[config.mk]
export PLATFORM = sky130hd
export DESIGN_NAME = audio_bitstream_format_converter_core
export DESIGN_NICKNAME = d
export VERILOG_FILES = /design/src/rtl/abfc_pkg.sv /design/src/rtl/abfc_front.sv /design/src/rtl/abfc_fifo.sv /design/src/rtl/abfc_back.sv /design/src/rtl/audio_bitstream_format_converter_core.sv
export SDC_FILE = /design/constraint.sdc
export NUM_CORES = 1
export LEC_CHECK = 0
export BUFFER_PORTS_ARGS = -buffer_cell sky130_fd_sc_hd__buf_4
export CAP_MARGIN = 20
export CORE_UTILIZATION = 50
export DETAILED_ROUTE_END_ITERATION = 6
export PLACE_DENSITY = 0.67
export SYNTH_ARGS = -nofsm -noshare
export SYNTH_HDL_FRONTEND = slang
export SYNTH_SLANG_ARGS = --single-unit
[constraint.sdc]
create_clock -name aclk -period 9.8 [get_ports aclk]
set_input_delay 1.96 -clock aclk [delete_from_list [all_inputs] [get_ports aclk]]
set_output_delay 1.96 -clock aclk [all_outputs]
set_load 0.01 [all_outputs]
[src/rtl/abfc_pkg.sv]
// ----------------------------------------------------------------------------
// abfc_pkg: shared definitions for the bitstream format converter
// Format codes, conversion step kinds, the decoded mode struct and the
// intermediate byte type that travels between the front and back parts.
// ----------------------------------------------------------------------------
package abfc_pkg;

    // Stream format codes
    localparam logic [2:0] FMT_BYTES = 3'd0;
    localparam logic [2:0] FMT_BE16  = 3'd1;
    localparam logic [2:0] FMT_LE16  = 3'd2;
    localparam logic [2:0] FMT_BE14  = 3'd3;
    localparam logic [2:0] FMT_LE14  = 3'd4;

    // Step performed on the input side
    localparam logic [1:0] PRE_NONE   = 2'd0;
    localparam logic [1:0] PRE_SWAP   = 2'd1;
    localparam logic [1:0] PRE_UNPACK = 2'd2;

    // Step performed on the output side
    localparam logic [1:0] POST_NONE = 2'd0;
    localparam logic [1:0] POST_SWAP = 2'd1;
    localparam logic [1:0] POST_PACK = 2'd2;

    // Register indexes on the configuration port
    localparam logic REG_SOURCE = 1'b0;
    localparam logic REG_TARGET = 1'b1;

    // Default depth of the queue between front and back
    localparam int unsigned QUEUE_DEPTH = 4;

    typedef struct packed {
        logic       valid;
        logic [1:0] pre_kind;
        logic       pre_le;
        logic [1:0] post_kind;
        logic       post_le;
    } mode_t;

    typedef struct packed {
        logic [7:0] data;
        logic       last;
    } ibyte_t;

    // Map a source/target format pair to the chain of steps
    function automatic mode_t decode_mode(input logic [2:0] src, input logic [2:0] tgt);
        mode_t m;
        m           = '0;
        m.valid     = (src <= FMT_LE14) && (tgt <= FMT_LE14);
        m.pre_le    = (src == FMT_LE14);
        m.post_le   = (tgt == FMT_LE14);
        m.pre_kind  = PRE_NONE;
        m.post_kind = POST_NONE;
        if (src <= FMT_BE16) begin
            if (tgt == FMT_LE16) begin
                m.post_kind = POST_SWAP;
            end else if (tgt >= FMT_BE14) begin
                m.post_kind = POST_PACK;
            end
        end else if (src == FMT_LE16) begin
            if (tgt <= FMT_BE16) begin
                m.post_kind = POST_SWAP;
            end else if (tgt >= FMT_BE14) begin
                m.pre_kind  = PRE_SWAP;
                m.post_kind = POST_PACK;
            end
        end else begin
            if (tgt <= FMT_BE16) begin
                m.pre_kind = PRE_UNPACK;
            end else if (tgt == FMT_LE16) begin
                m.pre_kind  = PRE_UNPACK;
                m.post_kind = POST_SWAP;
            end else if (tgt != src) begin
                m.post_kind = POST_SWAP;
            end
        end
        return m;
    endfunction

    // Bytes emitted for a packed group holding cnt input bytes
    function automatic logic [3:0] pack_len(input logic [3:0] cnt);
        logic [3:0] n;
        case (cnt)
            4'd1: n = 4'd2;
            4'd2: n = 4'd4;
            4'd3: n = 4'd4;
            4'd4: n = 4'd6;
            4'd5: n = 4'd6;
            4'd6: n = 4'd8;
            4'd7: n = 4'd8;
            default: n = 4'd0;
        endcase
        return n;
    endfunction

endpackage

[src/rtl/abfc_front.sv]
// ----------------------------------------------------------------------------
// abfc_front: input side of the converter
// Accepts frame bytes, applies the byte pair swap or 14-bit unpack step and
// feeds the resulting intermediate bytes, one per cycle while the queue accepts them, to the queue.
// ----------------------------------------------------------------------------
module abfc_front
    import abfc_pkg::*;
(
    input  logic   aclk,
    input  logic   aresetn,
    input  logic   flush,
    input  mode_t  mode,
    input  logic   in_valid,
    output logic   in_ready,
    input  ibyte_t in_item,
    output logic   out_valid,
    input  logic   out_ready,
    output ibyte_t out_item
);

    logic [7:0]  grp_reg [8];
    logic [2:0]  fill_reg, fill_next;
    logic [7:0]  held_byte_reg, held_byte_next;
    logic        held_valid_reg, held_valid_next;
    logic [55:0] emit_data_reg, emit_data_next;
    logic [2:0]  emit_cnt_reg, emit_cnt_next;
    logic        emit_last_reg, emit_last_next;

    logic [3:0]  grp_cnt;
    logic [7:0]  grp_bytes [8];
    logic [55:0] unpacked;
    logic [2:0]  unpack_len;
    logic        produce;
    logic        emit_free;
    logic        accept;
    logic        take;

    assign grp_cnt    = {1'b0, fill_reg} + 4'd1;
    assign unpack_len = (grp_cnt == 4'd8) ? 3'd7 : grp_cnt[2:0];

    // Merge the stored group with the incoming byte, zero padded
    always_comb begin
        for (int j = 0; j < 8; j++) begin
            if (3'(j) < fill_reg) begin
                grp_bytes[j] = grp_reg[j];
            end else if (3'(j) == fill_reg) begin
                grp_bytes[j] = in_item.data;
            end else begin
                grp_bytes[j] = 8'h00;
            end
        end
    end

    // Keep the low 14 bits of each word and join them into 56 bits
    always_comb begin
        logic [15:0] word;
        word     = '0;
        unpacked = '0;
        for (int w = 0; w < 4; w++) begin
            word = mode.pre_le ? {grp_bytes[2*w+1], grp_bytes[2*w]}
                               : {grp_bytes[2*w], grp_bytes[2*w+1]};
            unpacked[55-14*w -: 14] = word[13:0];
        end
    end

    // Decide whether this byte releases output
    always_comb begin
        case (mode.pre_kind)
            PRE_SWAP:   produce = mode.valid && (held_valid_reg || in_item.last);
            PRE_UNPACK: produce = mode.valid && ((grp_cnt == 4'd8) || in_item.last);
            default:    produce = mode.valid;
        endcase
    end

    assign emit_free = (emit_cnt_reg == 3'd0) || ((emit_cnt_reg == 3'd1) && out_ready);
    assign in_ready  = !produce || emit_free;
    assign accept    = in_valid && in_ready;

    assign out_valid     = (emit_cnt_reg != 3'd0);
    assign out_item.data = emit_data_reg[55:48];
    assign out_item.last = emit_last_reg && (emit_cnt_reg == 3'd1);
    assign take          = out_valid && out_ready;

    // Advance the emit register and load new requests
    always_comb begin
        fill_next       = fill_reg;
        held_byte_next  = held_byte_reg;
        held_valid_next = held_valid_reg;
        emit_data_next  = emit_data_reg;
        emit_cnt_next   = emit_cnt_reg;
        emit_last_next  = emit_last_reg;
        if (take) begin
            emit_data_next = emit_data_reg << 8;
            emit_cnt_next  = emit_cnt_reg - 3'd1;
        end
        if (accept && mode.valid) begin
            case (mode.pre_kind)
                PRE_SWAP: begin
                    if (held_valid_reg) begin
                        emit_data_next  = {in_item.data, held_byte_reg, 40'h0};
                        emit_cnt_next   = 3'd2;
                        emit_last_next  = in_item.last;
                        held_valid_next = 1'b0;
                    end else if (in_item.last) begin
                        emit_data_next = {8'h00, in_item.data, 40'h0};
                        emit_cnt_next  = 3'd2;
                        emit_last_next = 1'b1;
                    end else begin
                        held_byte_next  = in_item.data;
                        held_valid_next = 1'b1;
                    end
                end
                PRE_UNPACK: begin
                    if (produce) begin
                        emit_data_next = unpacked;
                        emit_cnt_next  = unpack_len;
                        emit_last_next = in_item.last;
                        fill_next      = 3'd0;
                    end else begin
                        fill_next = grp_cnt[2:0];
                    end
                end
                default: begin
                    emit_data_next = {in_item.data, 48'h0};
                    emit_cnt_next  = 3'd1;
                    emit_last_next = in_item.last;
                end
            endcase
        end
        // Drop any frame in progress on a register write
        if (flush) begin
            fill_next       = 3'd0;
            held_valid_next = 1'b0;
            emit_cnt_next   = 3'd0;
        end
    end

    always_ff @(posedge aclk) begin
        if (!aresetn) begin
            fill_reg       <= 3'd0;
            held_byte_reg  <= 8'h00;
            held_valid_reg <= 1'b0;
            emit_cnt_reg   <= 3'd0;
            emit_last_reg  <= 1'b0;
        end else begin
            fill_reg       <= fill_next;
            held_byte_reg  <= held_byte_next;
            held_valid_reg <= held_valid_next;
            emit_cnt_reg   <= emit_cnt_next;
            emit_last_reg  <= emit_last_next;
        end
    end

    // Payload: emit data and group bytes
    always_ff @(posedge aclk) begin
        emit_data_reg <= emit_data_next;
        if (accept && mode.valid && (mode.pre_kind == PRE_UNPACK)) begin
            grp_reg[fill_reg] <= in_item.data;
        end
    end

endmodule

[src/rtl/abfc_fifo.sv]
// ----------------------------------------------------------------------------
// abfc_fifo: short queue of intermediate bytes
// Decouples the front and back parts so that each can stall on its own.
// ----------------------------------------------------------------------------
module abfc_fifo
    import abfc_pkg::*;
#(
    parameter int unsigned DEPTH = QUEUE_DEPTH
) (
    input  logic   aclk,
    input  logic   aresetn,
    input  logic   flush,
    input  logic   push_valid,
    output logic   push_ready,
    input  ibyte_t push_item,
    output logic   pop_valid,
    input  logic   pop_ready,
    output ibyte_t pop_item
);

    localparam int unsigned PTR_W = $clog2(DEPTH);
    localparam int unsigned CNT_W = $clog2(DEPTH + 1);

    ibyte_t             mem_reg [DEPTH];
    logic [PTR_W-1:0]   wr_ptr_reg, wr_ptr_next;
    logic [PTR_W-1:0]   rd_ptr_reg, rd_ptr_next;
    logic [CNT_W-1:0]   count_reg, count_next;
    logic               do_push;
    logic               do_pop;

    assign push_ready = (count_reg != CNT_W'(DEPTH));
    assign pop_valid  = (count_reg != '0);
    assign pop_item   = mem_reg[rd_ptr_reg];
    assign do_push    = push_valid && push_ready;
    assign do_pop     = pop_valid && pop_ready;

    // Advance pointers with wrap at the queue depth
    always_comb begin
        wr_ptr_next = wr_ptr_reg;
        rd_ptr_next = rd_ptr_reg;
        count_next  = count_reg;
        if (do_push) begin
            wr_ptr_next = (wr_ptr_reg == PTR_W'(DEPTH - 1)) ? '0 : wr_ptr_reg + 1'b1;
        end
        if (do_pop) begin
            rd_ptr_next = (rd_ptr_reg == PTR_W'(DEPTH - 1)) ? '0 : rd_ptr_reg + 1'b1;
        end
        case ({do_push, do_pop})
            2'b10:   count_next = count_reg + 1'b1;
            2'b01:   count_next = count_reg - 1'b1;
            default: count_next = count_reg;
        endcase
        if (flush) begin
            wr_ptr_next = '0;
            rd_ptr_next = '0;
            count_next  = '0;
        end
    end

    always_ff @(posedge aclk) begin
        if (!aresetn) begin
            wr_ptr_reg <= '0;
            rd_ptr_reg <= '0;
            count_reg  <= '0;
        end else begin
            wr_ptr_reg <= wr_ptr_next;
            rd_ptr_reg <= rd_ptr_next;
            count_reg  <= count_next;
        end
    end

    // Store the pushed request
    always_ff @(posedge aclk) begin
        if (do_push) begin
            mem_reg[wr_ptr_reg] <= push_item;
        end
    end

endmodule

[src/rtl/abfc_back.sv]
// ----------------------------------------------------------------------------
// abfc_back: output side of the converter
// Takes intermediate bytes from the queue, applies the pair swap or 14-bit
// pack step and drives the result bytes from its output register.
// ----------------------------------------------------------------------------
module abfc_back
    import abfc_pkg::*;
(
    input  logic   aclk,
    input  logic   aresetn,
    input  logic   flush,
    input  mode_t  mode,
    input  logic   in_valid,
    output logic   in_ready,
    input  ibyte_t in_item,
    output logic   out_valid,
    input  logic   out_ready,
    output ibyte_t out_item
);

    logic [7:0]  grp_reg [7];
    logic [2:0]  fill_reg, fill_next;
    logic [7:0]  held_byte_reg, held_byte_next;
    logic        held_valid_reg, held_valid_next;
    logic [63:0] emit_data_reg, emit_data_next;
    logic [3:0]  emit_cnt_reg, emit_cnt_next;
    logic        emit_last_reg, emit_last_next;

    logic [3:0]  grp_cnt;
    logic [55:0] grp_bits;
    logic [63:0] packed_out;
    logic [3:0]  pack_n;
    logic        produce;
    logic        emit_free;
    logic        accept;
    logic        take;

    assign grp_cnt = {1'b0, fill_reg} + 4'd1;
    assign pack_n  = pack_len(grp_cnt);

    // Merge the stored group with the incoming byte, zero padded
    always_comb begin
        for (int j = 0; j < 7; j++) begin
            if (3'(j) < fill_reg) begin
                grp_bits[55-8*j -: 8] = grp_reg[j];
            end else if (3'(j) == fill_reg) begin
                grp_bits[55-8*j -: 8] = in_item.data;
            end else begin
                grp_bits[55-8*j -: 8] = 8'h00;
            end
        end
    end

    // Split 56 bits into four 14-bit words, each in a 16-bit slot
    always_comb begin
        logic [13:0] word;
        word       = '0;
        packed_out = '0;
        for (int w = 0; w < 4; w++) begin
            word = grp_bits[55-14*w -: 14];
            packed_out[63-16*w -: 16] = mode.post_le ? {word[7:0], 2'b00, word[13:8]}
                                                     : {2'b00, word};
        end
    end

    // Decide whether this byte releases output
    always_comb begin
        case (mode.post_kind)
            POST_SWAP: produce = held_valid_reg || in_item.last;
            POST_PACK: produce = (grp_cnt == 4'd7) || in_item.last;
            default:   produce = 1'b1;
        endcase
    end

    assign emit_free = (emit_cnt_reg == 4'd0) || ((emit_cnt_reg == 4'd1) && out_ready);
    assign in_ready  = !produce || emit_free;
    assign accept    = in_valid && in_ready;

    assign out_valid     = (emit_cnt_reg != 4'd0);
    assign out_item.data = emit_data_reg[63:56];
    assign out_item.last = emit_last_reg && (emit_cnt_reg == 4'd1);
    assign take          = out_valid && out_ready;

    // Advance the output register and load new requests
    always_comb begin
        fill_next       = fill_reg;
        held_byte_next  = held_byte_reg;
        held_valid_next = held_valid_reg;
        emit_data_next  = emit_data_reg;
        emit_cnt_next   = emit_cnt_reg;
        emit_last_next  = emit_last_reg;
        if (take) begin
            emit_data_next = emit_data_reg << 8;
            emit_cnt_next  = emit_cnt_reg - 4'd1;
        end
        if (accept) begin
            case (mode.post_kind)
                POST_SWAP: begin
                    if (held_valid_reg) begin
                        emit_data_next  = {in_item.data, held_byte_reg, 48'h0};
                        emit_cnt_next   = 4'd2;
                        emit_last_next  = in_item.last;
                        held_valid_next = 1'b0;
                    end else if (in_item.last) begin
                        emit_data_next = {8'h00, in_item.data, 48'h0};
                        emit_cnt_next  = 4'd2;
                        emit_last_next = 1'b1;
                    end else begin
                        held_byte_next  = in_item.data;
                        held_valid_next = 1'b1;
                    end
                end
                POST_PACK: begin
                    if (produce) begin
                        emit_data_next = packed_out;
                        emit_cnt_next  = pack_n;
                        emit_last_next = in_item.last;
                        fill_next      = 3'd0;
                    end else begin
                        fill_next = grp_cnt[2:0];
                    end
                end
                default: begin
                    emit_data_next = {in_item.data, 56'h0};
                    emit_cnt_next  = 4'd1;
                    emit_last_next = in_item.last;
                end
            endcase
        end
        // Drop any frame in progress on a register write
        if (flush) begin
            fill_next       = 3'd0;
            held_valid_next = 1'b0;
            emit_cnt_next   = 4'd0;
        end
    end

    always_ff @(posedge aclk) begin
        if (!aresetn) begin
            fill_reg       <= 3'd0;
            held_byte_reg  <= 8'h00;
            held_valid_reg <= 1'b0;
            emit_cnt_reg   <= 4'd0;
            emit_last_reg  <= 1'b0;
        end else begin
            fill_reg       <= fill_next;
            held_byte_reg  <= held_byte_next;
            held_valid_reg <= held_valid_next;
            emit_cnt_reg   <= emit_cnt_next;
            emit_last_reg  <= emit_last_next;
        end
    end

    // Payload: output data and group bytes
    always_ff @(posedge aclk) begin
        emit_data_reg <= emit_data_next;
        if (accept && (mode.post_kind == POST_PACK)) begin
            grp_reg[fill_reg] <= in_item.data;
        end
    end

endmodule

[src/rtl/audio_bitstream_format_converter_core.sv]
// A result byte passes through the front emit register, the queue and the back output
// register. One byte per cycle on each side while neither side stalls; a pack group
// gives 8 bytes per 7 in, so there the single output register holds the input back.
// Unpack releases 7 bytes per 8 in, one per cycle from the front emit register.
// Reset (aresetn low, synchronous) sets both formats to plain bytes and empties
// the group, pair, queue and output state; group byte storage is not cleared.
// ----------------------------------------------------------------------------
// audio_bitstream_format_converter_core: audio bitstream format converter
// Converts a byte stream between plain, 16-bit BE/LE and 14-in-16-bit BE/LE
// formats. A front part unpacks or swaps, a queue decouples, a back part
// packs or swaps and drives the result stream.
// ----------------------------------------------------------------------------
module audio_bitstream_format_converter_core
    import abfc_pkg::*;
#(
    parameter int unsigned FIFO_DEPTH = QUEUE_DEPTH
) (
    input  logic        aclk,
    input  logic        aresetn,
    // Input stream
    input  logic        s_tvalid,
    output logic        s_tready,
    input  logic [7:0]  s_tdata,   // [7:0] in_byte
    input  logic        s_tlast,
    // Result stream
    output logic        m_tvalid,
    input  logic        m_tready,
    output logic [7:0]  m_tdata,   // [7:0] out_byte
    output logic        m_tlast,
    // Configuration port
    input  logic        psel,
    input  logic        penable,
    input  logic        pwrite,
    input  logic [2:0]  paddr,
    input  logic [31:0] pwdata,
    output logic [31:0] prdata,
    output logic        pready
);

    logic [2:0] source_format_reg;
    logic [2:0] target_format_reg;
    logic       cfg_wr;
    mode_t      mode;

    ibyte_t     in_item;
    ibyte_t     q_push_item;
    logic       q_push_valid;
    logic       q_push_ready;
    ibyte_t     q_pop_item;
    logic       q_pop_valid;
    logic       q_pop_ready;
    ibyte_t     out_item;

    // Register access
    assign pready = 1'b1;
    assign cfg_wr = psel && penable && pwrite;

    always_ff @(posedge aclk) begin
        if (!aresetn) begin
            source_format_reg <= FMT_BYTES;
            target_format_reg <= FMT_BYTES;
        end else if (cfg_wr) begin
            case (paddr[2])
                REG_SOURCE: source_format_reg <= pwdata[2:0];
                REG_TARGET: target_format_reg <= pwdata[2:0];
                default:    source_format_reg <= source_format_reg;
            endcase
        end
    end

    always_comb begin
        case (paddr[2])
            REG_SOURCE: prdata = 32'(source_format_reg);
            REG_TARGET: prdata = 32'(target_format_reg);
            default:    prdata = 32'h0;
        endcase
    end

    assign mode = decode_mode(source_format_reg, target_format_reg);

    assign in_item.data = s_tdata;
    assign in_item.last = s_tlast;

    abfc_front u_front (
        .aclk      (aclk),
        .aresetn   (aresetn),
        .flush     (cfg_wr),
        .mode      (mode),
        .in_valid  (s_tvalid),
        .in_ready  (s_tready),
        .in_item   (in_item),
        .out_valid (q_push_valid),
        .out_ready (q_push_ready),
        .out_item  (q_push_item)
    );

    abfc_fifo #(
        .DEPTH (FIFO_DEPTH)
    ) u_fifo (
        .aclk       (aclk),
        .aresetn    (aresetn),
        .flush      (cfg_wr),
        .push_valid (q_push_valid),
        .push_ready (q_push_ready),
        .push_item  (q_push_item),
        .pop_valid  (q_pop_valid),
        .pop_ready  (q_pop_ready),
        .pop_item   (q_pop_item)
    );

    abfc_back u_back (
        .aclk      (aclk),
        .aresetn   (aresetn),
        .flush     (cfg_wr),
        .mode      (mode),
        .in_valid  (q_pop_valid),
        .in_ready  (q_pop_ready),
        .in_item   (q_pop_item),
        .out_valid (m_tvalid),
        .out_ready (m_tready),
        .out_item  (out_item)
    );

    assign m_tdata = out_item.data;
    assign m_tlast = out_item.last;

    // Reset leaves no result pending
    a_reset_clears_output: assert property (@(posedge aclk) !aresetn |=> !m_tvalid)
        else $error("result stream valid after reset");

    // A register write empties the queue
    a_write_flushes_queue: assert property (@(posedge aclk) disable iff (!aresetn)
        cfg_wr |=> !q_pop_valid)
        else $error("queue not empty after register write");

    // An unknown format never sends a byte into the queue
    a_bad_format_silent: assert property (@(posedge aclk) disable iff (!aresetn)
        !mode.valid |-> !q_push_valid)
        else $error("queue request under an unknown format");

endmodule

## Yosys cells after proc, flatten, opt, wreduce, memory -nomap -nowiden

Memory sizes are Yosys's and may differ from the RTL's. A register that Yosys moved wholly into a read port is not among the register bits.
Cells that the tools add are included.

- $add $sub $neg: 8
- Order comparisons: 20
- Equality and inequality tests: 41
- Muxes and demuxes: 106
- Bitwise operators: 6
- Reductions and logical operators: 48

Operators by type and width:

| operator | count |
|---|---|
| $mux 64 | 5 |
| $mux 56 | 5 |
| $mux 8 | 30 |
| $pmux 64 s2 | 1 |
| $pmux 56 s2 | 1 |
| $mux 16 | 4 |
| $pmux 32 s2 | 1 |
| $mux 14 | 4 |
| $mux 2 | 13 |
| $mux 3 | 8 |
| $eq 3x3->1 const A | 7 |
| $lt 3x3->1 const A | 7 |
| $mux 1 | 21 |
| $mux 4 | 5 |
| $eq 4x3->1 const B | 4 |
| $logic_and 1x1->1 | 16 |
| $pmux 4 s4 | 1 |
| $eq 2x3->1 const A | 4 |
| $lt 1x3->1 const A | 4 |
| $lt 2x3->1 const A | 4 |
| $pmux 3 s2 | 2 |
| $reduce_and 2->1 | 6 |
| $eq 2x2->1 const B | 5 |
| $logic_not 3->1 | 3 |
| 33 further kinds | 68 |

- Bits in registers: 166
- RAM bits: 156
- Memories: 3

Memory list:

| memory | words | bits a word | read ports | clocked after Yosys merged registers in | wr ports | RTL line | text |
|---|---|---|---|---|---|---|---|
| u_front.grp_reg | 8 | 8 | 8 | 0 | 1 | abfc_front.sv:21 | `logic [7:0] grp_reg [8];` |
| u_back.grp_reg | 7 | 8 | 7 | 0 | 1 | abfc_back.sv:21 | `logic [7:0] grp_reg [7];` |
| u_fifo.mem_reg | 4 | 9 | 1 | 1 | 1 | abfc_fifo.sv:24 | `ibyte_t mem_reg [DEPTH];` |

## Logic depth before layout (Yosys ltp)

Gate-level depths: netlist (run 1).

- Depth after elaboration: 14
- Mapped depth: 19

## Hierarchy

A second synthesis (run 1) with hierarchy kept.

- Cell total of the unflattened synthesis: 1631
- Area total of the unflattened synthesis: 16732.3 um2

By module, submodules not included:

| module | instances | cells each | area an instance (um2) |
|---|---|---|---|
| abfc_back | 1 | 752 | 7380.8 |
| abfc_front | 1 | 691 | 6867.8 |
| abfc_fifo | 1 | 101 | 1783.0 |
| audio_bitstream_format_converter_core | 1 | 87 | 700.7 |

## Worst setup path after synthesis (run 1)

No wires, ideal clock.

- Kind: in2out
- Start point: input s_tlast
- End point: output s_tready
- Data arrival time: 2.775 ns
- Slack: 5.065 ns
- Stages on the path: 5
- Cells stage by stage: clkbuf_1 -> a211oi_1 -> nand2_1 -> nand2_1 -> or2_2

- Cells in the longest elaborated chain, start to end: 5
- Elaborated cells on any way between the ends: 7
- Classes of those cells: mux: 1; reduce/logical: 6

Ends and longest elaborated chain:

| what | RTL line | text |
|---|---|---|
| start: declaration | audio_bitstream_format_converter_core.sv:24 | `input logic s_tlast,` |
| $logic_or 1x1->1 (on tied branches) | abfc_front.sv:70, abfc_front.sv:69 |  |
| $logic_and 1x1->1 (on tied branches) | abfc_front.sv:70, abfc_front.sv:69 |  |
| $pmux 1 s2 (*) | abfc_front.sv:68 | `case (mode.pre_kind)` |
| $logic_not 1->1 (*) | abfc_front.sv:76 | `assign in_ready = !produce \|\| emit_free;` |
| $logic_or 1x1->1 (*) | abfc_front.sv:76 |  |
| end: declaration | audio_bitstream_format_converter_core.sv:22 | `output logic s_tready,` |

Mark *: on every way between the ends. The rest lies on a longest branch, timed or not.

## Worst setup path in the final report (run 1)

- Start point: register target_format_reg[1]
- End point: register u_fifo.count_reg[2]

- Cells in the longest elaborated chain, start to end: 13
- Elaborated cells on any way between the ends: 22
- Classes of those cells: order compare: 2; eq/ne: 6; mux: 10; reduce/logical: 4

Ends and longest elaborated chain:

| what | RTL line | text |
|---|---|---|
| start: declaration | audio_bitstream_format_converter_core.sv:41 | `logic [2:0] target_format_reg;` |
| start signal: assignment | audio_bitstream_format_converter_core.sv:65 | `REG_TARGET: target_format_reg <= pwdata[2:0];` |
| branches (longest 5 deep; another with $ge 3x2->1) | n/a |  |
| $mux 2 (*) | abfc_pkg.sv:54 | `if (src <= FMT_BE16) begin` |
| $eq 2x2->1 / $eq 2x1->1 (equally long branches) | abfc_back.sv:68 | `case (mode.post_kind)` |
| $pmux 1 s2 (*) | abfc_back.sv:68 |  |
| $logic_not 1->1 (*) | abfc_back.sv:76 | `assign in_ready = !produce \|\| emit_free;` |
| $logic_or 1x1->1 (*) | abfc_back.sv:76 |  |
| $logic_and 1x1->1 (*) | abfc_fifo.sv:35 | `assign do_pop = pop_valid && pop_ready;` |
| $eq 2x1->1 / $eq 2x2->1 (equally long branches) | abfc_fifo.sv:48 | `case ({do_push, do_pop})` |
| $pmux 3 s2 / $reduce_bool 2->1 (equally long branches) | n/a |  |
| end signal: assignment | abfc_fifo.sv:68 | `count_reg <= count_next;` |
| end: declaration | abfc_fifo.sv:27 | `logic [CNT_W-1:0] count_reg, count_next;` |

Mark *: on every way between the ends.
A chain may end at the register's enable or synchronous reset.

==> results of run 1 <==
-- cell type report --
type / count / area [um2]
fillers: 2872 / 14530
well taps: 442 / 553.0
clock buffers: 51 / 1042
clock inverters: 14 / 91.34
multi-input cells: 1190 / 7792
repair buffers: 69 / 524.3
inverters: 31 / 116.4
flip-flops and latches: 316 / 7807
-- per-layer routing --
| metal | GRT usage (%) | vias to the layer above | share of wire (%) |
|---|---|---|---|
| met5 | 0 | - | 0 |
| met4 | 7.433 | 0 | 2.2 |
| met3 | 6.732 | 73 | 11 |
| met2 | 39.50 | 665 | 43 |
| met1 | 39.28 | 6433 | 44 |
| li1 | - | 6143 | - |
-- power groups by stage --
stage	Clock (mW)	Combinational, mW	Sequential, mW
after CTS	1.31	1.13	1.64
after floorplan	0	0.823	1.63
final	1.30	1.16	1.64
after detailed placement	0	1.13	1.67
after global routing	1.37	1.24	1.66
after global placement	0	1.10	1.66
-- cell families after synthesis --
| family | Yosys count | synth area share [%] |
|---|---|---|
| AND/OR/NAND/NOR | 478 | 14.17 |
| AO/OA/AOI/OAI | 490 | 19.73 |
| adder cells (fa/ha/maj) | 27 | 2.102 |
| flip-flops | 316 | 47.52 |
| multiplexers | 157 | 9.954 |
| buffers and inverters | 208 | 6.040 |
| other | 2 | 0.04571 |
| XOR/XNOR | 8 | 0.4265 |
-- path summary, 6_finish.rpt --
| path | start | end | cells after the start |
|---|---|---|---|
| max reg2reg | target_format_reg[1] | u_fifo.count_reg[2] | 15 |
| min reg2reg | u_front.emit_data_reg[7] | u_front.emit_data_reg[7] | 1 |
| max | target_format_reg[1] | u_fifo.count_reg[2] | 15 |
| min | u_front.emit_data_reg[7] | u_front.emit_data_reg[7] | 1 |
-- stage by stage --
stage	setup WS, ns	std cells	area, um2	util, %	total power, mW
floorplan	5.065	1714	16530	-	2.455
global placement	4.541	2042	16740	51.59	2.768
detailed placement	4.855	2045	16770	51.66	2.799
CTS	4.772	2110	17900	55.15	4.089
global route	4.391	2113	17930	55.24	4.267
finish	4.732	2113	17930	55.24	4.104
-- placed cells by master (no fill, tap or decap), types with 41 or more instances in the layout --
cell / instances
sky130_fd_sc_hd__dfxtp_1: 168
sky130_fd_sc_hd__nand2_1: 157
sky130_fd_sc_hd__edfxtp_1: 148
sky130_fd_sc_hd__mux2i_1: 144
sky130_fd_sc_hd__o21ai_0: 101
sky130_fd_sc_hd__a21oi_1: 97
sky130_fd_sc_hd__nor2_1: 91
sky130_fd_sc_hd__nand3_1: 83
sky130_fd_sc_hd__o22ai_1: 70
sky130_fd_sc_hd__buf_4: 64
sky130_fd_sc_hd__a22oi_1: 41
-- critical path: stages (launching register included) --
cell and delay, ns:
sky130_fd_sc_hd__dfxtp_1 0.51, sky130_fd_sc_hd__mux2i_1 0.14, sky130_fd_sc_hd__a22o_1 0.25, sky130_fd_sc_hd__a221oi_1 0.48, sky130_fd_sc_hd__ha_1 0.71, sky130_fd_sc_hd__inv_1 0.31, sky130_fd_sc_hd__a31oi_1 0.47, sky130_fd_sc_hd__o21a_1 0.48
sky130_fd_sc_hd__o21ai_2 0.10, sky130_fd_sc_hd__inv_1 0.22, sky130_fd_sc_hd__ha_1 0.23, sky130_fd_sc_hd__inv_1 0.06, sky130_fd_sc_hd__fa_1 0.37, sky130_fd_sc_hd__xor2_1 0.16, sky130_fd_sc_hd__or3_1 0.31, sky130_fd_sc_hd__a21oi_1 0.16
==> out/summary.log, run 1 <==
INFO  sta            finalHoldWorstSlack=0.4686ns
INFO  global_route   grt_util_all_layers=26.95%
INFO  synthesis      cell_with_the_most_instances_after_synthesis=sky130_fd_sc_hd__dfxtp_1
INFO  clocking       clk_pin_slew_worst_paths=0.06ns
INFO  synthesis      dominantRegCellSynth=sky130_fd_sc_hd__dfxtp_1
INFO  floorplan      die_area=33590um2
INFO  sta            final_setup_fails=0
INFO  detailed_routing detail_route.first_pass.iterations=5
INFO  critical_path  critical_path.endpoint_type=register
INFO  placed_design  io_buffer_count=33
INFO  detailed_routing drt_drc=0
INFO  synthesis      yosysSeqAreaShare=47.52%
INFO  synthesis      netlist_instances=1686
INFO  critical_path  timing.reg2reg.setup_slack=4.73ns
INFO  sta            number_of_slew_limit_violations_in_the_final_report=0
INFO  critical_path  required_time_at_the_worst_slack_endpoint=10.20ns
INFO  clocking       cts_tree=done
INFO  layout         largest_register_ff_count=64
INFO  clocking       tritoncts.num_buffers=36
INFO  detailed_routing detailroute.via_count=13310
INFO  floorplan      design.core.area=32450um2
INFO  layout         share_of_post_route_cells_with_drive_strength_above_1=9.934%
INFO  synthesis      ys_types=78
INFO  detailed_routing finalWirelength=45170um
INFO  synthesis      synth.avg_cell_area=9.744um2
INFO  global_route   grt_start_max_net_pins=58
INFO  detailed_routing drtAntennaViolNets=0
INFO  global_route   gr-total-overflow=0
INFO  pwr            intPower=2.703mW
INFO  critical_path  worst_ep_arrival_time=5.47ns
INFO  clocking       post_cts.resized_instances=0
INFO  hold_path      hold_path.class=reg -> reg
INFO  global_route   global_route_wire_length_before_repair=70700um
INFO  placed_design  place_hpwl=29210um
INFO  floorplan      die_width=183.3um
INFO  detailed_routing viasPerCell=6.301
INFO  global_route   grt_antenna_before_repair=0
INFO  pwr            pwr_density_cell=228.9nW/um2
INFO  detailed_routing routed_wire_length_per_instance=21.38um
INFO  sta            setup_tns=0ns
INFO  clocking       ctsHoldBuffers=0
INFO  layout         num-nets-final=1722
INFO  job            drv_cap=0
INFO  sta            grt_setup_unrepaired=no
INFO  floorplan      io_pins=95
INFO  floorplan      initial_utilization=50.62%
INFO  synthesis      synth.cells.most_frequent=168 x sky130_fd_sc_hd__dfxtp_1, 157 x sky130_fd_sc_hd__nand2_1, 148 x sky130_fd_sc_hd__edfxtp_1
INFO  floorplan      row_count=66
INFO  synthesis      synthesis.area=16430um2
INFO  synthesis      synth-warning-count=0
INFO  clocking       htreeDepth=2
INFO  synthesis      synth_enable_flop_cells=148
INFO  critical_path  criticalPathCategory=reg -> reg
INFO  pwr            power.combinational.fraction=28.3%
INFO  sta            max_slew_margin=21.30%
INFO  clocking       sinks_on_clock_net=316
INFO  layout         antenna_cells=0
INFO  synthesis      yosys_register_bits=316
INFO  pwr            power.clock.fraction=31.6%
INFO  pwr            max-vdd-ir-drop=173.4uV
INFO  run_status     status=complete, no violations
INFO  floorplan      die_ht=183.3um
INFO  synthesis      synth_top_cell_by_area=sky130_fd_sc_hd__edfxtp_1
INFO  clocking       clock_insertion_delay_worst_skew=0.53ns
INFO  synthesis      synth_top_area_share=27.05%
INFO  clocking       cts.path.max_buffers=3
INFO  pwr            total_switching_power=1.401mW
INFO  sta            max_freq=0.1973GHz
INFO  layout         area.growth.synth_to_final=9.124%
INFO  synthesis      async_flop_share=0%
INFO  placed_design  place.gp.congestion=0.8876
INFO  pwr            power.leakage=6.237nW
INFO  sta            worstMarginPinSlew=1.158ns
INFO  pwr            switching_share=34.13%
INFO  detailed_routing initialDrtViolationCount=1461
INFO  sta            period_share=51.71%
INFO  global_route   grt_pass1_vias=12350
INFO  synthesis      synth_top_cells_by_area=sky130_fd_sc_hd__edfxtp_1 27%, sky130_fd_sc_hd__dfxtp_1 20%, sky130_fd_sc_hd__mux2i_1 8.8%
INFO  critical_path  startpoint_type=register
INFO  clocking       post-cts-setup-buffer-count=0
INFO  sta            finalHoldViolCount=0
INFO  sta            period_minus_slack=5.068ns
INFO  sta            skew=0.04247ns
INFO  clocking       cts_root_buffer=sky130_fd_sc_hd__clkbuf_16
INFO  critical_path  cp_max_fo=14
INFO  pwr            share_seq_of_total_power=40.1%
Note: power is estimated with default switching activity, not from simulation.
==> run 2: changes to the inputs <==
Settings changed: ABC_AREA set to 1.
Clock period 9.8 ns to 4.89 ns, I/O delays scaled along.
==> run 2 against run 1 <==
Against the previous run:
- clock power is 98% higher
- fmax is 22% higher
- combinational power grew to 3.1 times the previous value
- largest cell class is now multi-input combinational cells
- cell count is 42% higher
- power is 130% higher
- critical endpoint is now u_back.emit_data_reg[27]
- critical path depth is 4 higher
- clock skew is 0.030 ns lower
- via count is 22% higher
- final area is 7.2% higher
- worst setup slack worse by 4.0 ns
==> out/summary.log, run 2 <==
INFO  run_status     status=complete, no violations
INFO  synthesis      synth_top_area_share=24.98% [-2.1 points]
INFO  clocking       post-cts-setup-buffer-count=0 [unchanged]
INFO  detailed_routing routed_wire_length_per_instance=16.50um [-23%]
INFO  floorplan      initial_utilization=51.14% [+0.52 points]
INFO  global_route   global_route_wire_length_before_repair=78560um [+11%]
INFO  sta            final_setup_fails=0 [unchanged]
INFO  synthesis      synth-compound-area-share=11.71% [-8.0 points]
INFO  synthesis      synth_enable_flop_cells=148 [unchanged]
INFO  synthesis      synth.cells.most_frequent=1003 x sky130_fd_sc_hd__nand2_1, 255 x sky130_fd_sc_hd__o21ai_0, 201 x sky130_fd_sc_hd__nor2_1
INFO  detailed_routing viasPerCell=5.406 [-14%]
INFO  pwr            power=9.624mW [+130%]
INFO  pwr            pwr_density_cell=500.7nW/um2 [+120%]
INFO  placed_design  placed_cells=2934 [+43%]
INFO  synthesis      synth_fa_ha_area_share=1.941% [-0.16 points]
INFO  sta            setup_tns=0ns [unchanged]
INFO  synthesis      dominantRegCellSynth=sky130_fd_sc_hd__dfxtp_1
INFO  layout         final_common_cell=sky130_fd_sc_hd__nand2_1
INFO  detailed_routing drt_drc=0 [unchanged]
INFO  sta            worstMarginPinSlew=1.020ns [-0.1372 ns]
INFO  detailed_routing initialDrtViolationCount=1376 [-5.8%]
INFO  critical_path  startpoint_type=register
INFO  synthesis      synthXorXnorAreaFrac=0.3445% [-0.082 points]
INFO  global_route   gr-total-overflow=0 [unchanged]
INFO  detailed_routing finalWirelength=49460um [+9.5%]
INFO  clocking       clock_insertion_delay_worst_skew=0.53ns [about the same]
INFO  floorplan      die_ht=190.7um [+4.0%]
INFO  synthesis      synth_top_cells_by_area=sky130_fd_sc_hd__edfxtp_1 25%, sky130_fd_sc_hd__nand2_1 21%, sky130_fd_sc_hd__dfxtp_1 19%
INFO  synthesis      synth_top_cell_by_area=sky130_fd_sc_hd__edfxtp_1
INFO  sta            grt_setup_unrepaired=no
INFO  layout         largest_register_ff_count=64 [unchanged]
INFO  placed_design  place_hpwl=33240um [+14%]
INFO  pwr            max-vdd-ir-drop=557.5uV [+220%]
INFO  floorplan      die_area=36350um2 [+8.2%]
INFO  clocking       post_cts.resized_instances=0 [unchanged]
INFO  floorplan      design.core.area=34800um2 [+7.2%]
INFO  clocking       tritoncts.num_buffers=36 [unchanged]
INFO  clocking       clk_pin_slew_worst_paths=0.06ns [about the same]
INFO  detailed_routing detailroute.via_count=16210 [+22%]
INFO  hold_path      hold_path.class=reg -> reg
INFO  synthesis      yosysSeqAreaShare=43.88% [-3.6 points]
INFO  layout         top_library_cells_by_usage_in_the_layout_fill_and_taps_aside=1000 x sky130_fd_sc_hd__nand2_1, 255 x sky130_fd_sc_hd__o21ai_0, 201 x sky130_fd_sc_hd__nor2_1
INFO  critical_path  criticalPathCategory=reg -> reg
INFO  critical_path  cp_max_fo=50 [+36]
INFO  global_route   grt_start_max_net_pins=69 [+19%]
INFO  job            drv_cap=0 [unchanged]
INFO  synthesis      async_flop_share=0% [unchanged]
INFO  clocking       cts_tree=done
INFO  floorplan      row_count=68 [+3.0%]
INFO  detailed_routing drtAntennaViolNets=0 [unchanged]
INFO  clocking       sinks_on_clock_net=316 [unchanged]
INFO  synthesis      synth-warning-count=0 [unchanged]
INFO  synthesis      yosys_register_bits=316 [unchanged]
INFO  critical_path  timing.reg2reg.setup_slack=0.75ns [-3.98 ns]
INFO  layout         share_of_post_route_cells_with_drive_strength_above_1=6.449% [-3.5 points]
INFO  critical_path  required_time_at_the_worst_slack_endpoint=5.31ns [-4.89 ns]
INFO  sta            period_minus_slack=4.140ns [-0.9276 ns]
INFO  pwr            power.leakage=8.560nW [+37%]
INFO  synthesis      synth.avg_cell_area=7.003um2 [-28%]
INFO  critical_path  critical_path.endpoint_type=register
INFO  sta            skew=0.01203ns [-0.03044 ns]
INFO  sta            max_freq=0.2415GHz [+22%]
INFO  sta            number_of_slew_limit_violations_in_the_final_report=0 [unchanged]
INFO  layout         non_filler_instances=2998 [+42%]
INFO  global_route   grt_util_all_layers=27.38% [+0.42 points]
INFO  placed_design  io_buffer_count=33 [unchanged]
INFO  layout         area.growth.synth_to_final=8.023%
INFO  global_route   grt_antenna_before_repair=0 [unchanged]
INFO  critical_path  worst_ep_arrival_time=4.56ns [-0.91 ns]
INFO  sta            period_share=84.67% [+33 points]
INFO  placed_design  place.gp.congestion=0.9163 [+3.2%]
INFO  sta            finalHoldViolCount=0 [unchanged]
INFO  sta            max_slew_margin=31.81% [+11 points]
INFO  layout         antenna_cells=0 [unchanged]
INFO  synthesis      netlist_instances=2541 [+51%]
INFO  clocking       cts.path.max_buffers=3 [unchanged]
INFO  clocking       ctsHoldBuffers=0 [unchanged]
INFO  layout         num-nets-final=2595 [+51%]
INFO  clocking       cts_root_buffer=sky130_fd_sc_hd__clkbuf_16
INFO  floorplan      io_pins=95 [unchanged]
INFO  synthesis      yosys.area_share.simple=32.49% [+18 points]
INFO  detailed_routing detail_route.first_pass.iterations=6 [+1]
INFO  global_route   grt_pass1_vias=14680 [+19%]
INFO  floorplan      die_width=190.7um [+4.0%]
INFO  synthesis      ys_types=49 [-37%]
INFO  synthesis      main_combinational_cell_family_by_area_after_synthesis=simple AND/OR/NAND/NOR gates
INFO  synthesis      synthesis.area=17790um2 [+8.3%]
INFO  synthesis      cell_with_the_most_instances_after_synthesis=sky130_fd_sc_hd__nand2_1
INFO  clocking       htreeDepth=2 [unchanged]
INFO  synthesis      synth.mux.area_fraction=0.7313% [-9.2 points]
[run 2: metal layers]
metal | routed length, um | vias to the layer above | GRT usage [%]
met5 | 0 | - | 0
met4 | 1551 | 0 | 9.815
met3 | 3294 | 95 | 3.441
met2 | 23720 | 571 | 46.32
met1 | 20890 | 7465 | 35.82
li1 | - | 8075 | -
[run 2: logic make-up after synthesis]
| kind of cell | after synthesis |
|---|---|
| AO/OA/AOI/OAI | 396 |
| XOR/XNOR | 7 |
| adder cells (fa/ha/maj) | 27 |
| buffers and inverters | 349 |
| flip-flops | 316 |
| multiplexers | 13 |
| other | 2 |
| AND/OR/NAND/NOR | 1431 |
[run 2: per-stage QoR]
step | area, um2 | hold slack (ns) | setup slack, ns | utilization (%)
global placement | 18130 | 0.4539 | 0.9065 | 52.10
floorplan | 17900 | 0.4407 | 1.506 | -
finish | 19220 | 0.4625 | 0.7496 | 55.24
CTS | 19220 | 0.4635 | 0.8329 | 55.24
global route | 19220 | 0.4793 | 0.3649 | 55.24
detailed placement | 18130 | 0.4548 | 0.8571 | 52.10
[run 2: worst max-delay path, stage by stage (launching register included)]
cell	delay [ns]
sky130_fd_sc_hd__dfxtp_1	0.40
sky130_fd_sc_hd__inv_1	0.09
sky130_fd_sc_hd__nor3_1	0.14
sky130_fd_sc_hd__inv_1	0.10
sky130_fd_sc_hd__o21ai_0	0.14
sky130_fd_sc_hd__inv_1	0.06
sky130_fd_sc_hd__a22oi_1	0.34
sky130_fd_sc_hd__ha_1	0.37
sky130_fd_sc_hd__nand2_1	0.08
sky130_fd_sc_hd__inv_1	0.08
sky130_fd_sc_hd__nand3_2	0.12
sky130_fd_sc_hd__nand3_4	0.15
sky130_fd_sc_hd__buf_4	0.54
sky130_fd_sc_hd__nand2_2	0.29
sky130_fd_sc_hd__inv_2	0.66
sky130_fd_sc_hd__nand2_1	0.11
sky130_fd_sc_hd__nand3_1	0.12
sky130_fd_sc_hd__nand2_1	0.05
sky130_fd_sc_hd__nand2_1	0.05
sky130_fd_sc_hd__nand2_1	0.06
[run 2: path summary, 6_finish.rpt]
| check | start | endpoint | depth (start not counted) |
|---|---|---|---|
| setup / recovery | source_format_reg[1] | u_back.emit_data_reg[27] | 19 |
| hold / removal | u_front.held_byte_reg[3] | u_front.held_byte_reg[3] | 2 |
| setup reg to reg | source_format_reg[1] | u_back.emit_data_reg[27] | 19 |
| hold reg to reg | u_front.held_byte_reg[3] | u_front.held_byte_reg[3] | 2 |
[run 2: layout make-up]
class	instances	area, um2
Timing Repair Buffer	60	475.5
Sequential cell	316	7807
Multi-Input combinational cell	1904	8523
Clock inverter	18	113.9
Inverter	199	753.2
Tap cell	455	569.3
Fill cell	3350	15580
Clock buffer	46	979.7
[run 2: where the power goes]
part / internal [mW] / switching, mW
Combinational: 0.888 / 2.71
Clock: 1.47 / 1.10
Sequential: 3.27 / 0.192
Total: 5.63 / 4.00
==> run 3: changes to the inputs <==
Settings changed: PLACE_DENSITY 0.67 to 0.7.
Clock period 4.89 ns to 3.6 ns, I/O delays scaled along.
==> run 3 against run 2 <==
Against the previous run:
- clock skew up 0.0050 ns
- combinational power is 44% higher
- first-iteration DRC count decreased by 4.2%
- clock power rose by 51%
- critical endpoint is now u_fifo.count_reg[2]
- highest routed layer unchanged
==> out/summary.log, run 3 (same netlist as run 2, synthesis figures left out) <==
INFO  detailed_routing drtAntennaViolNets=0 [unchanged]
INFO  sta            max_slew_margin=38.20% [+6.4 points]
INFO  clocking       cts_tree=done
INFO  detailed_routing detail_route.first_pass.iterations=6 [unchanged]
INFO  pwr            intPower=8.214mW [+46%]
INFO  pwr            power.combinational.fraction=37.7% [+0.3 points]
INFO  critical_path  cp_max_fo=11 [-78%]
INFO  job            drv_cap=0 [unchanged]
INFO  layout         share_of_post_route_cells_with_drive_strength_above_1=7.988% [+1.5 points]
INFO  layout         area.growth.synth_to_final=10.95%
INFO  sta            setup_tns=0ns [unchanged]
INFO  clocking       clock_insertion_delay_worst_skew=0.55ns [+0.02 ns]
INFO  global_route   grt_pass1_vias=15000 [+2.2%]
INFO  clocking       ctsHoldBuffers=0 [unchanged]
INFO  critical_path  worst_ep_arrival_time=3.79ns [-0.77 ns]
INFO  sta            number_of_slew_limit_violations_in_the_final_report=0 [unchanged]
INFO  detailed_routing finalWirelength=50670um [+2.4%]
INFO  sta            max_freq=0.2982GHz [+23%]
INFO  detailed_routing initialDrtViolationCount=1318 [-4.2%]
INFO  pwr            total_switching_power=5.515mW [+38%]
INFO  global_route   global_route_wire_length_before_repair=80890um [+3.0%]
INFO  detailed_routing drt_drc=0 [unchanged]
INFO  sta            post-route-worst-setup-slack=0.2466ns [-0.5029 ns]
INFO  floorplan      initial_utilization=51.14% [unchanged]
INFO  critical_path  required_time_at_the_worst_slack_endpoint=4.03ns [-1.28 ns]
INFO  placed_design  preCtsSetupSlack=0.2246ns [-0.6325 ns]
INFO  layout         post-route-cell-area=19740um2 [+2.7%]
INFO  detailed_routing detailroute.via_count=16290 [+0.52%]
INFO  pwr            share_seq_of_total_power=34.1% [-1.9 points]
INFO  detailed_routing viasPerCell=5.369 [-0.67%]
INFO  global_route   grt_start_max_net_pins=69 [unchanged]
INFO  layout         largest_register_ff_count=64 [unchanged]
INFO  layout         final_common_cell=sky130_fd_sc_hd__nand2_1
INFO  floorplan      row_count=68 [unchanged]
INFO  placed_design  postPlaceCellArea=18500um2 [+2.0%]
INFO  pwr            power=13.73mW [+43%]
INFO  clocking       tritoncts.num_buffers=36 [unchanged]
INFO  critical_path  critical_path.slowest_cell=sky130_fd_sc_hd__dfxtp_1
INFO  clocking       cts_root_buffer=sky130_fd_sc_hd__clkbuf_16
INFO  clocking       sinks_on_clock_net=316 [unchanged]
INFO  layout         top_library_cells_by_usage_in_the_layout_fill_and_taps_aside=999 x sky130_fd_sc_hd__nand2_1, 255 x sky130_fd_sc_hd__o21ai_0, 199 x sky130_fd_sc_hd__nor2_1
INFO  global_route   grt_antenna_before_repair=0 [unchanged]
INFO  detailed_routing routed_wire_length_per_instance=16.70um [+1.2%]
INFO  sta            grt_setup_unrepaired=yes
INFO  critical_path  critical_path.endpoint_type=register
INFO  sta            skew=0.01702ns [+0.004986 ns]
INFO  floorplan      die_area=36350um2 [unchanged]
INFO  sta            worstMarginPinSlew=0.9259ns [-0.09450 ns]
INFO  layout         antenna_cells=0 [unchanged]
INFO  floorplan      die_ht=190.7um [unchanged]
INFO  layout         num-nets-final=2631 [+1.4%]
INFO  placed_design  place.gp.congestion=0.9255 [+1.0%]
INFO  floorplan      io_pins=95 [unchanged]
INFO  pwr            power.leakage=8.824nW [+3.1%]
INFO  global_route   grt_util_all_layers=28.37% [+1.0 points]
INFO  critical_path  startpoint_type=register
INFO  hold_path      hold_path.class=in -> reg
INFO  sta            finalHoldViolCount=0 [unchanged]
INFO  sta            period_minus_slack=3.353ns [-0.7871 ns]
INFO  critical_path  worst_path_cell_trace=xnor2_1 > nand3_1 > o21ai_0 > nand2_1 > a22oi_1 > ha_1 > inv_2 > a21oi_2 > nand3_4 > a21oi_4 > ha_1 > inv_1 > fa_1 > a21oi_1 > o21ai_0 > o21ai_0 > a21oi_1
INFO  sta            final_setup_fails=0 [unchanged]
INFO  pwr            switching_share=40.17% [-1.4 points]
INFO  pwr            max-vdd-ir-drop=515.3uV [-7.6%]
INFO  pwr            pwr_density_cell=695.4nW/um2 [+39%]
INFO  critical_path  worst_path_most_repeated_cell=sky130_fd_sc_hd__o21ai_0
INFO  critical_path  criticalPathCategory=reg -> reg
INFO  pwr            power.clock.fraction=28.2% [+1.5 points]
INFO  floorplan      design.core.area=34800um2 [unchanged]
INFO  clocking       cts.path.max_buffers=3 [unchanged]
INFO  placed_design  io_buffer_count=33 [unchanged]
INFO  critical_path  worst_path_largest_cell_delay=0.45ns [-0.21 ns]
INFO  global_route   gr-total-overflow=0 [unchanged]
INFO  sta            period_share=93.15% [+8.5 points]
INFO  clocking       htreeDepth=2 [unchanged]
INFO  placed_design  place_hpwl=34340um [+3.3%]
INFO  clocking       clk_pin_slew_worst_paths=0.06ns [about the same]
INFO  run_status     status=complete, no violations
INFO  sta            finalHoldWorstSlack=0.4361ns [-0.02639 ns]
INFO  floorplan      die_width=190.7um [unchanged]
run 3: critical path, delay by kind of cell (launching register included):
kind                     cells  cell delay [ns]
AO/OA/AOI/OAI                8             1.30
adder cells (fa/ha/maj)      3             0.86
flip-flops                   1             0.45
buffers and inverters        2             0.14
XOR/XNOR                     1             0.15
AND/OR/NAND/NOR              3             0.34
run 3: layout make-up:
cell class                 count  area, um2
fill                        3287      15060
multi-input combinational   1904       8542
sequential                   316       7807
clock buffer                  49      991.0
timing repair buffer          96      845.8
inverter                     199      753.2
tap                          455      569.3
clock inverter                15      234.0
run 3: worst paths after layout:
path,to,startpoint,depth (start not counted),slack [ns]
setup / recovery,u_fifo.count_reg[2],target_format_reg[2],17,0.25
hold / removal,source_format_reg[0],pwdata[0],3,0.44
setup reg to reg,u_fifo.count_reg[2],target_format_reg[2],17,0.25
hold reg to reg,u_front.held_byte_reg[5],u_front.held_byte_reg[5],2,0.46
run 3: timing repair:
action                     CTS  global route
gates resized for setup      0             6
buffers inserted             0             0
setup endpoints to repair    0            78
run 3: per-stage QoR:
stage               instances  util (%)
finish                   3034     56.73
global placement         2970     53.16
global route             3034     56.73
floorplan                2569         -
CTS                      3034     56.68
detailed placement       2970     53.16
run 3: power groups by stage:
stage | registers (mW) | clock network, mW | logic [mW]
finish | 4.68 | 3.87 | 5.18
global route | 4.72 | 4.05 | 5.74
CTS | 4.68 | 3.93 | 5.14
detailed placement | 4.75 | 0 | 5.09
global placement | 4.73 | 0 | 5.00
floorplan | 4.65 | 0 | 3.52
run 3: routing by layer:
metal	vias up	wire length, um	share of wire [%]	global-route usage, %
met2	504	24400	48	48.29
met5	-	0	0	0
met1	7518	21700	43	36.02
met4	0	1867	3.7	12.18
met3	107	2698	5.3	3.699
li1	8161	-	-	-
